File: src/hdl/lrukv_pkg.sv
// Package for the LRU key/value cache: shared constants, default parameter
// values and the operation code type.
// No dependencies.
package lrukv_pkg;

  // Default number of entries and of stored key bits.
  localparam int unsigned ENTRIES_DEF  = 16;
  localparam int unsigned KEY_BITS_DEF = 32;

  // Fixed field widths of the streaming interface.
  localparam int unsigned KEY_IN_W = 32;
  localparam int unsigned DATA_W   = 32;
  localparam int unsigned CAP_W    = 5;

  // Capacity register value after reset.
  localparam logic [CAP_W-1:0] CAPACITY_RESET = 5'd16;

  // Operation carried in the input tuser bit.
  typedef enum logic {
    KIND_GET = 1'b0,
    KIND_PUT = 1'b1
  } kind_e;

endpackage

File: src/hdl/lru_key_value_cache.sv
// Top level of the fully associative LRU key/value cache.
// Depends on lrukv_pkg for constants and the operation code type.
//
// The cache holds up to ENTRIES key/value pairs in flip-flops and takes one
// get or put transaction per clock cycle, sustained as long as results are
// taken when presented. An accepted transaction first lands in an input
// register; once the result register is empty or is being emptied, the key
// is compared against every entry in parallel, the recency ranks are
// updated, and the single result is written into the output register. The
// parallel key compare across all entries and the rank adjustment of every
// entry happen together in the lookup and update stage, between the input
// register and the output register. Each entry keeps a recency rank, 0
// being the most recent
// and count-1 the least recent; a hit or a replacement moves the entry to
// rank 0 and ages the entries that were more recent, an insertion into a
// free slot ages all valid entries. The output register frees the input
// side from the output side: a new transaction is accepted while a result
// still waits, as long as that result is taken in the same cycle the next
// one is produced. The capacity register limits how many entries are used
// before the least recent one is replaced; zero behaves as one and values
// above ENTRIES behave as ENTRIES. Lowering it below the current fill
// evicts nothing, later inserts simply replace the least recent entry.
// Configuration writes are always accepted and are meant to happen only
// while no transaction is in flight. Valid bits and ranks clear at reset;
// keys and data are not reset, since they are read only from valid entries.
module lru_key_value_cache #(
  parameter int unsigned ENTRIES  = lrukv_pkg::ENTRIES_DEF,  // 1 to 256
  parameter int unsigned KEY_BITS = lrukv_pkg::KEY_BITS_DEF  // 4 to 64
) (
  input  logic                           clk_i,
  input  logic                           rst_ni,

  // Configuration: the capacity register.
  input  logic                           cfg_valid_i,
  output logic                           cfg_ready_o,
  input  logic [lrukv_pkg::CAP_W-1:0]    cfg_data_i,

  // Input stream.
  input  logic                           s_axis_tvalid_i,
  output logic                           s_axis_tready_o,
  // tdata: key [31:0], value [63:32]
  input  logic [lrukv_pkg::KEY_IN_W+lrukv_pkg::DATA_W-1:0] s_axis_tdata_i,
  // tuser: kind [0] (0 get, 1 put)
  input  logic [0:0]                     s_axis_tuser_i,

  // Result stream.
  output logic                           m_axis_tvalid_o,
  input  logic                           m_axis_tready_i,
  // tdata: read_value [31:0]
  output logic [lrukv_pkg::DATA_W-1:0]   m_axis_tdata_o,
  // tuser: hit [0]
  output logic [0:0]                     m_axis_tuser_o
);

  localparam int unsigned IDX_W = (ENTRIES > 1) ? $clog2(ENTRIES) : 1;
  localparam int unsigned RANK_W = IDX_W;
  localparam int unsigned CNT_W = $clog2(ENTRIES + 1);
  localparam int unsigned CMP_W = (CNT_W > lrukv_pkg::CAP_W) ? CNT_W : lrukv_pkg::CAP_W;
  localparam int unsigned DATA_W = lrukv_pkg::DATA_W;
  localparam int unsigned KEY_IN_W = lrukv_pkg::KEY_IN_W;

  // ---------------------------------------------------------------------
  // Configuration register.
  // ---------------------------------------------------------------------
  logic [lrukv_pkg::CAP_W-1:0] capacity_q;

  assign cfg_ready_o = 1'b1;

  always_ff @(posedge clk_i or negedge rst_ni) begin
    if (!rst_ni) begin
      capacity_q <= lrukv_pkg::CAPACITY_RESET;
    end else if (cfg_valid_i) begin
      capacity_q <= cfg_data_i;
    end
  end

  // Capacity clamped to the range one to ENTRIES.
  logic [CNT_W-1:0] eff_cap;

  always_comb begin
    if (capacity_q == '0) begin
      eff_cap = CNT_W'(1);
    end else if (CMP_W'(capacity_q) > CMP_W'(ENTRIES)) begin
      eff_cap = CNT_W'(ENTRIES);
    end else begin
      eff_cap = CNT_W'(capacity_q);
    end
  end

  // ---------------------------------------------------------------------
  // Input register.
  // ---------------------------------------------------------------------
  logic [KEY_BITS-1:0] key_in;

  // Only the low KEY_BITS bits of the key take part; a wider store
  // zero-extends the incoming key.
  if (KEY_BITS <= KEY_IN_W) begin : g_key_narrow
    assign key_in = s_axis_tdata_i[KEY_BITS-1:0];
  end else begin : g_key_wide
    assign key_in = {{(KEY_BITS-KEY_IN_W){1'b0}}, s_axis_tdata_i[KEY_IN_W-1:0]};
  end

  logic                    in_valid_q;
  lrukv_pkg::kind_e        in_kind_q;
  logic [KEY_BITS-1:0]     in_key_q;
  logic [DATA_W-1:0]       in_value_q;
  logic                    proceed;
  logic                    in_accept;

  // The lookup stage moves on when the result register is empty or is
  // being emptied in this cycle.
  assign proceed         = in_valid_q && (!m_axis_tvalid_o || m_axis_tready_i);
  assign s_axis_tready_o = !in_valid_q || proceed;
  assign in_accept       = s_axis_tvalid_i && s_axis_tready_o;

  always_ff @(posedge clk_i or negedge rst_ni) begin
    if (!rst_ni) begin
      in_valid_q <= 1'b0;
    end else if (s_axis_tready_o) begin
      in_valid_q <= s_axis_tvalid_i;
    end
  end

  always_ff @(posedge clk_i) begin
    if (in_accept) begin
      in_kind_q  <= lrukv_pkg::kind_e'(s_axis_tuser_i[0]);
      in_key_q   <= key_in;
      in_value_q <= s_axis_tdata_i[KEY_IN_W+DATA_W-1:KEY_IN_W];
    end
  end

  // ---------------------------------------------------------------------
  // Entry storage.
  // ---------------------------------------------------------------------
  logic [KEY_BITS-1:0] entry_key_q  [ENTRIES];
  logic [DATA_W-1:0]   entry_data_q [ENTRIES];
  logic [ENTRIES-1:0]  valid_q, valid_d;
  logic [RANK_W-1:0]   rank_q [ENTRIES];
  logic [RANK_W-1:0]   rank_d [ENTRIES];
  logic [CNT_W-1:0]    count_q, count_d;

  // ---------------------------------------------------------------------
  // Lookup and update.
  // ---------------------------------------------------------------------
  logic [ENTRIES-1:0] match;
  logic               hit;
  logic [IDX_W-1:0]   found_idx;
  logic [IDX_W-1:0]   free_idx;
  logic [IDX_W-1:0]   victim_idx;
  logic [RANK_W-1:0]  last_rank;

  assign last_rank = RANK_W'(count_q - CNT_W'(1));

  always_comb begin
    found_idx  = '0;
    free_idx   = '0;
    victim_idx = '0;
    // Walk downward so the lowest qualifying index wins.
    for (int j = ENTRIES - 1; j >= 0; j--) begin
      match[j] = valid_q[j] && (entry_key_q[j] == in_key_q);
      if (match[j]) begin
        found_idx = IDX_W'(j);
      end
      if (!valid_q[j]) begin
        free_idx = IDX_W'(j);
      end
      // Ranks of valid entries are a permutation of 0 to count-1, so the
      // least recent entry is the one holding the last rank.
      if (valid_q[j] && rank_q[j] == last_rank) begin
        victim_idx = IDX_W'(j);
      end
    end
  end

  assign hit = |match;

  logic               do_insert;   // put miss with a free slot under capacity
  logic               do_touch;    // entry becomes most recent, more recent ones age
  logic [IDX_W-1:0]   touch_idx;
  logic [RANK_W-1:0]  touch_rank;
  logic               wr_key;
  logic               wr_data;
  logic [IDX_W-1:0]   wr_idx;

  always_comb begin
    do_insert  = 1'b0;
    do_touch   = 1'b0;
    touch_idx  = found_idx;
    touch_rank = rank_q[found_idx];
    wr_key     = 1'b0;
    wr_data    = 1'b0;
    wr_idx     = found_idx;
    if (proceed) begin
      priority if (hit) begin
        do_touch = 1'b1;
        wr_data  = (in_kind_q == lrukv_pkg::KIND_PUT);
      end else if (in_kind_q == lrukv_pkg::KIND_PUT) begin
        if (count_q < eff_cap && !(&valid_q)) begin
          do_insert = 1'b1;
          wr_idx    = free_idx;
        end else begin
          do_touch   = 1'b1;
          touch_idx  = victim_idx;
          touch_rank = last_rank;
          wr_idx     = victim_idx;
        end
        wr_key  = 1'b1;
        wr_data = 1'b1;
      end else begin
        // Get miss: state is left alone.
      end
    end
  end

  always_comb begin
    valid_d = valid_q;
    count_d = count_q;
    for (int j = 0; j < ENTRIES; j++) begin
      rank_d[j] = rank_q[j];
      if (do_touch) begin
        if (IDX_W'(j) == touch_idx) begin
          rank_d[j] = '0;
        end else if (valid_q[j] && rank_q[j] < touch_rank) begin
          rank_d[j] = rank_q[j] + RANK_W'(1);
        end
      end else if (do_insert) begin
        if (IDX_W'(j) == wr_idx) begin
          rank_d[j]  = '0;
          valid_d[j] = 1'b1;
        end else if (valid_q[j]) begin
          rank_d[j] = rank_q[j] + RANK_W'(1);
        end
      end
    end
    if (do_insert) begin
      count_d = count_q + CNT_W'(1);
    end
  end

  always_ff @(posedge clk_i or negedge rst_ni) begin
    if (!rst_ni) begin
      valid_q <= '0;
      count_q <= '0;
      for (int j = 0; j < ENTRIES; j++) begin
        rank_q[j] <= '0;
      end
    end else begin
      valid_q <= valid_d;
      count_q <= count_d;
      for (int j = 0; j < ENTRIES; j++) begin
        rank_q[j] <= rank_d[j];
      end
    end
  end

  always_ff @(posedge clk_i) begin
    if (wr_key) begin
      entry_key_q[wr_idx] <= in_key_q;
    end
    if (wr_data) begin
      entry_data_q[wr_idx] <= in_value_q;
    end
  end

  // ---------------------------------------------------------------------
  // Result register.
  // ---------------------------------------------------------------------
  logic              out_valid_q;
  logic              out_hit_q;
  logic [DATA_W-1:0] out_data_q;
  logic [DATA_W-1:0] out_data_d;

  assign out_data_d = (hit && in_kind_q == lrukv_pkg::KIND_GET) ?
                      entry_data_q[found_idx] : '0;

  always_ff @(posedge clk_i or negedge rst_ni) begin
    if (!rst_ni) begin
      out_valid_q <= 1'b0;
    end else if (proceed) begin
      out_valid_q <= 1'b1;
    end else if (m_axis_tready_i) begin
      out_valid_q <= 1'b0;
    end
  end

  always_ff @(posedge clk_i) begin
    if (proceed) begin
      out_hit_q  <= hit;
      out_data_q <= out_data_d;
    end
  end

  assign m_axis_tvalid_o   = out_valid_q;
  assign m_axis_tdata_o    = out_data_q;
  assign m_axis_tuser_o[0] = out_hit_q;

  // ---------------------------------------------------------------------
  // Assertions.
  // ---------------------------------------------------------------------
`ifndef ASSERT_OFF
  // The fill count always equals the number of valid entries.
  a_count_matches_valid: assert property (@(posedge clk_i) disable iff (!rst_ni)
    $countones(valid_q) == int'(count_q))
    else $error("fill count does not match valid entries");

  // A key is never stored in two valid entries.
  a_unique_match: assert property (@(posedge clk_i) disable iff (!rst_ni)
    $onehot0(match))
    else $error("key found in more than one entry");

  // Every transaction leaving the lookup stage shows up as a result.
  a_result_follows: assert property (@(posedge clk_i) disable iff (!rst_ni)
    proceed |=> m_axis_tvalid_o)
    else $error("lookup stage advanced without producing a result");

  // An insertion only happens below the capacity and into a free slot.
  a_insert_in_range: assert property (@(posedge clk_i) disable iff (!rst_ni)
    do_insert |-> (count_q < eff_cap) && !valid_q[free_idx])
    else $error("insertion into an occupied slot or beyond capacity");
`endif

endmodule
File: config.mk
export PLATFORM = sky130hd
export DESIGN_NAME = lru_key_value_cache
export DESIGN_NICKNAME = d
export VERILOG_FILES = /design/src/hdl/lrukv_pkg.sv /design/src/hdl/lru_key_value_cache.sv
export SDC_FILE = /design/constraint.sdc
export NUM_CORES = 2
export LEC_CHECK = 0
export ABC_AREA = 0
export BUFFER_PORTS_ARGS = -buffer_cell sky130_fd_sc_hd__buf_2
export CORE_ASPECT_RATIO = 0.6
export CORE_MARGIN = 3
export CORE_UTILIZATION = 54
export CTS_CLUSTER_DIAMETER = 100
export CTS_CLUSTER_SIZE = 40
export DETAILED_ROUTE_END_ITERATION = 10
export MAX_ROUTING_LAYER = met4
export PLACE_DENSITY = 0.67
export SLEW_MARGIN = 30
export SYNTH_ARGS = -nofsm -noshare
export SYNTH_HDL_FRONTEND = slang
export SYNTH_SLANG_ARGS = --single-unit
File: constraint.sdc
create_clock -name clk_i -period 8.9 [get_ports clk_i]
set_clock_uncertainty 0.05 [all_clocks]
set_input_delay 0.89 -clock clk_i [delete_from_list [all_inputs] [get_ports clk_i]]
set_output_delay 0.89 -clock clk_i [all_outputs]
set_load 0.005 [all_outputs]
* After elaboration in Yosys (flattened, before gate mapping)
Memory sizes are Yosys's and may differ from the RTL's. A register that Yosys moved wholly into a read port is not among the register bits. Cells that the tools add are included.
Operators by class: $add $sub $neg 18, order comparisons 19, multiplexer cells 180, equality and inequality tests 78, reductions and logical operators 113, bitwise logic cells 3
Operators with widths (number):
- 4-bit 2-to-1 mux | 158
- 32-bit == test | 16
- 3-bit AND reduction | 32
- 4-bit by 1-bit adder with 4-bit output (second input constant) | 16
- 4-bit == test | 16
- 4-bit == test (first input constant) | 16
- 4-bit < comparator | 16
- 1-bit logical AND | 52
- 3-bit by 1-bit inequality test with 1-bit output (second input constant) | 16
- 3-bit nonzero test | 16
- 3-bit by 4-bit == test with 1-bit output (first input constant) | 8
- 1-bit 2-to-1 mux | 19
- 4-bit binary-select mux with 4-bit select | 1
- 2-bit by 4-bit == test with 1-bit output (first input constant) | 4
- 16-bit AND reduction | 1
- 16-bit OR reduction | 1
- 5-bit 2-to-1 mux | 2
- 1-bit by 4-bit == test with 1-bit output (first input constant) | 2
- 4-bit zero test | 2
- 5-bit by 1-bit adder with 5-bit output (second input constant) | 1
- 5-bit greater-or-equal comparator (second input constant) | 1
- 5-bit greater-than comparator (second input constant) | 1
- 5-bit zero test | 1
- 5-bit < comparator | 1
- other kinds (6) | 12
Storage, ports and cells: RAM bits 1024, memories kept 2, output and inout bits 36, register bits 158
Memories:
- entry_data_q | words 16, bits a word 32, read ports 1, clocked after Yosys merged registers in 1, wr ports 1, line lru_key_value_cache.sv:136 | logic [DATA_W-1:0] entry_data_q [ENTRIES];
- entry_key_q | words 16, bits a word 32, read ports 16, clocked after Yosys merged registers in 0, wr ports 1, line lru_key_value_cache.sv:135 | logic [KEY_BITS-1:0] entry_key_q [ENTRIES];

* Logic depth before layout (Yosys ltp)
An unclocked memory read counts as a cell.
depth in word-level cells 32, gate-level depth with buffers 27, mapped depth without buffers 22

* Worst setup path after synthesis
Ideal clock, no wire load.
path kind reg2reg, from register in_key_q[13], to register rank_q[3] in the netlist's numbering, period minus slack after synthesis 6.241 ns, buffers on the path 5, arrival 6.122 ns, library setup time 0.069 ns, cell stages (with the launch flop) 22, slack 2.659 ns, path through edfxtp_1 > buf_2 > buf_2 > xor2_1 > nor4_1 > nand4_1 > or3_4 > o211ai_2 > a311oi_1 > o31ai_1 > clkbuf_1 > clkbuf_1 > clkbuf_1 > a21oi_1 > a211oi_1 > nor3_1 > a21oi_1 > ha_1 > a2111oi_0 > a221oi_2 > or4_1 > nand3_1
On the way: cells in the longest elaborated chain, start to end 30, elaborated cells on any way between the ends 80
Ends and longest elaborated chain:
- from (decl) | line lru_key_value_cache.sv:105 | logic [KEY_BITS-1:0] in_key_q;
- from (signal assigned) | line lru_key_value_cache.sv:127 | in_key_q <= key_in;
- 32-bit == test | line lru_key_value_cache.sv:160 | match[j] = valid_q[j] && (entry_key_q[j] == in_key_q);
- 1-bit logical AND | line lru_key_value_cache.sv:160
- 4-bit 2-to-1 mux (16 in a row) | line lru_key_value_cache.sv:161 | if (match[j]) begin
- 4-bit NOT with 5-bit output (implied by the code) | line lru_key_value_cache.sv:189 | touch_rank = rank_q[found_idx];
- 4-bit binary-select mux with 4-bit select | line lru_key_value_cache.sv:189
- 4-bit 2-to-1 mux (implied by the code) (2 in a row) | line lru_key_value_cache.sv:189
- 4-bit 2-to-1 mux | line lru_key_value_cache.sv:198 | if (count_q < eff_cap && !(&valid_q)) begin
- 4-bit 2-to-1 mux | line lru_key_value_cache.sv:197 | end else if (in_kind_q == lrukv_pkg::KIND_PUT) begin
- 4-bit 2-to-1 mux | line lru_key_value_cache.sv:194 | priority if (hit) begin
- 4-bit 2-to-1 mux | line lru_key_value_cache.sv:193 | if (proceed) begin
- 4-bit < comparator | line lru_key_value_cache.sv:223 | end else if (valid_q[j] && rank_q[j] < touch_rank) begin
- 1-bit logical AND | line lru_key_value_cache.sv:223
- 3-bit by 1-bit inequality test with 1-bit output (no line)
- 3-bit AND reduction (no line)
- to (signal, indexed assignment) | line lru_key_value_cache.sv:251 | rank_q[j] <= rank_d[j];
- to (decl) | line lru_key_value_cache.sv:138 | logic [RANK_W-1:0] rank_q [ENTRIES];
Parallel ways exist; a longest one is shown, timed or not. The select of a mux whose other input is x is not followed. A chain may end at the register's enable or synchronous reset.

* Worst setup path after layout
from register in_key_q[1], to register rank_q[36] in the netlist's numbering
Same word-level chain as after synthesis.

==> results.toml <==
[critical_path]
cpPeakStageDelay_ns = 0.91
critical_path_peak_fanout = 45
critPathRequiredTime_ns = 9.39
worstReg2RegStart = "in_key_q[1]"
critPathTopFamily = "compound AO/OA/AOI/OAI gates"
worstRegToRegCells = 21
path_common_cell = "mux2i_1"
worst-setup-path-type = "flop to flop"
r2r_setup_slack_ns = 0.79
critical_path_arrival_ns = 8.59
end_kind = "flop"
cp_cell_sequence = "buf_4 -> xor2_1 -> nor4_1 -> nand4_1 -> or3_4 -> a221oi_1 -> o2111a_1 -> o21ba_4 -> mux2i_1 -> a21oi_1 -> mux2i_1 -> mux2i_1 -> mux2i_2 -> buf_4 -> ha_1 -> o21a_1 -> o21ai_0 -> and3_1 -> a221o_1 -> a31oi_1 -> mux2_2"
path_buf_inv = 2
slowest_stage = "edfxtp_1"
worst_r2r_endpoint = "rank_q[36]"
setup.worst_path.start_class = "flop"

[timing]
max-slew-margin-rel = 0.293
worstMarginPinSlew_ns = 1.06
final.setup.tns_ns = 0
grt_setup_unrepaired = "no"
maxClockFrequency_mhz = 123
timing.final.crit_period_ns = 8.11
timing_max_transition_violations_final = 0
final-hold-violation-count = 0
fin_crit_sh = 0.911
timing.final.setup_violations = 0

[yosys]
yosysUniqueCellTypes = 86
synth_warnings = 0
synth_fp_nets = 4001
ys_async_rst_share = 0.0758
synthDominantAreaCellType = "edfxtp_1"
synth_edf_count = 1122
netlist_area_before_placement_sq_um = 54800
post_synth_main_area_contributors = "edfxtp_1 (61%), xor2_1 (7.0%), dfrtp_1 (4.2%)"
register_area_share_after_synthesis = 0.657
synth.avg_cell_area_sq_um = 14.2
synth_top_flop_cell = "edfxtp_1"
register_bit_total_from_synthesis = 1214
cells_after_synthesis = 3856
synth_top_area_frac = 0.615

[worst_hold_path]
hold_path_class = "input pin to asynchronous set/reset pin"

[die]
die-area_sq_um = 105000
cell_rows = 89
vert_die_dim_um = 253
core-area_sq_um = 99400
start_util = 0.551
boundaryPins = 111
die_width_um = 417

[routing]
detailedRoute.firstIterationViolations = 4441
dr_total_vias = 33447
totalWireLength_um = 150000
drt_first_pass_iters = 5
drt-vias-per-instance = 6.31
antenna_left = 0
wl_per_instance_um = 28.3
detail_route.drc_violations = 0

[layout]
area.growth.synth_to_final_pct = 7.19
multiInputGateArea_sq_um = 17900
total_area_of_sequential_cells_sq_um = 36000
layout.filler_cells = 7727
top_library_cells_by_usage_in_the_layout_fill_and_taps_aside = "edfxtp_1 (1122), xor2_1 (440), nand2_1 (234)"
post-route-util = 0.591
drive_gt1_frac = 0.0969
commonest_non_fill_non_tap_cell_in_the_layout = "edfxtp_1"
finalNetCount = 4099

[global_routing]
grt-ovfl-total = 0
gr-max-usage-layer = "met1"
antenna_found_initial = 6
groute.layer.met2.usage = 0.358
pin_count_of_the_biggest_net_entering_global_routing = 91
met3_usage = 0.0886
wire_length_of_the_first_global_routing_pass_um = 217000
use_met1 = 0.471
groute.usage.overall = 0.290
first_global_vias = 31227

[cts]
clock_tree.buffer_depth = 3
clock_tree_from_tritoncts = "done"
root_buffer = "clkbuf_16"
clock_sinks = 1214
clk_latency_ns = 0.66
tritoncts.num_buffers = 37
clock_tree.htree_level_count = 2
post-cts-setup-buffers = 0
hold_buffers = 0
worst_path_clk_slew_ns = 0.16
ctsResizeCount = 0

[place]
port_buffers = 109
post-dp-hpwl_um = 98800
gp_congestion = 0.982

[power]
report.power.total_uw = 12000
peakVddDrop_uv = 149
p_leak_uw = 0.0193
power_density_nw_per_um2 = 205

[flow_run]
max-cap-violations = 0

[status]
outcome = "finished clean"
-- power by group --
| group | total (uW) | switching (uW) | internal (uW) |
|---|---|---|---|
| registers | 6920 | 408 | 6520 |
| clock network | 2500 | 1650 | 844 |
| logic | 2630 | 1590 | 1040 |
| total | 12000 | 3650 | 8400 |
-- per-stage QoR --
| stage | instances | instance area [sq um] | setup slack [ns] | hold WS (ns) |
|---|---|---|---|---|
| after floorplan | 3856 | 54800 | 2.66 | 0.399 |
| after global placement | 5227 | 57400 | 1.28 | 0.417 |
| after detailed placement | 5231 | 57500 | 1.12 | 0.421 |
| after CTS | 5298 | 58700 | 1.08 | 0.188 |
| after global routing | 5302 | 58800 | 0.441 | 0.218 |
| final | 5302 | 58800 | 0.792 | 0.196 |
-- flip-flops by register name, indices dropped and copies added (netlist names), 5 cells and up --
| name | flops |
|---|---|
| capacity_q | 5 |
| count_q | 5 |
| entry_data_q | 512 |
| entry_key_q | 512 |
| in_key_q | 32 |
| in_value_q | 32 |
| m_axis_tdata_o | 32 |
| rank_q | 64 |
| valid_q | 16 |
-- synth_stat cells, drive strengths merged, types with 17 or more instances --
master and count:
and3 20, clkbuf 100, o21a 22, dfrtp 91, nand3 73, and2 108, or4 21, nand4b 20
a21oi 102, a211oi 164, nand2 235, or3 21, nor2 115, mux2i 211, o21ai 79, xnor3 20
nand4 84, edfxtp 1122, nor4 179, xnor2 128, xor2 441, ha 70, buf 98, nor2b 17
nand2b 29, inv 34, nor3 55, a311oi 34
-- worst register-to-register path: cells and delay by family (launching register included) --
kind,cells,cell delay (ns)
AOI/OAI and AO/OA,8,2.91
muxes,5,1.88
and+or+nand+nor,4,1.13
DFF,1,0.91
buffers and inverters,2,0.79
xor gates and xnor gates,1,0.16
adders and majority gates,1,0.15
-- area by class of cell --
class,instances,area share
repair buffers,257,0.0327
clock inverters,5,0.00164
clock buffers,62,0.0177
inverters,34,0.00217
diodes,1,0.0000426
flip-flops and latches,1214,0.613
multi-input cells,2410,0.305
well taps,1319,0.0281
-- how the worst max path moves through the flow --
stage                             from    endpoint  slack (ns)  depth (start not counted)
after floorplan           in_key_q[13]   rank_q[3]        2.66                         21
after global placement     in_key_q[1]  rank_q[52]        1.28                         20
after CTS                  in_key_q[1]  rank_q[36]        1.08                         21
after global routing       in_key_q[1]  rank_q[11]        0.44                         23
after detailed placement   in_key_q[1]  rank_q[36]        1.12                         21
final                      in_key_q[1]  rank_q[36]        0.79                         21
-- cell families after synthesis --
| kind of cell | share of synthesized area |
|---|---|
| AO/OA/AOI/OAI | 0.0655 |
| AND/OR/NAND/NOR | 0.101 |
| flip-flops | 0.657 |
| buffers and inverters | 0.0213 |
| adder cells (fa/ha/maj) | 0.0160 |
| XOR/XNOR | 0.0993 |
| other | 0.0000684 |
| multiplexers | 0.0404 |
-- routing by layer --
layer	wire (um)	vias to the layer above
met5	0	-
met4	1860	0
met3	19700	116
met2	56800	1757
met1	71400	16757
li1	-	14817
No activity file was read; power rests on OpenSTA's default activity.
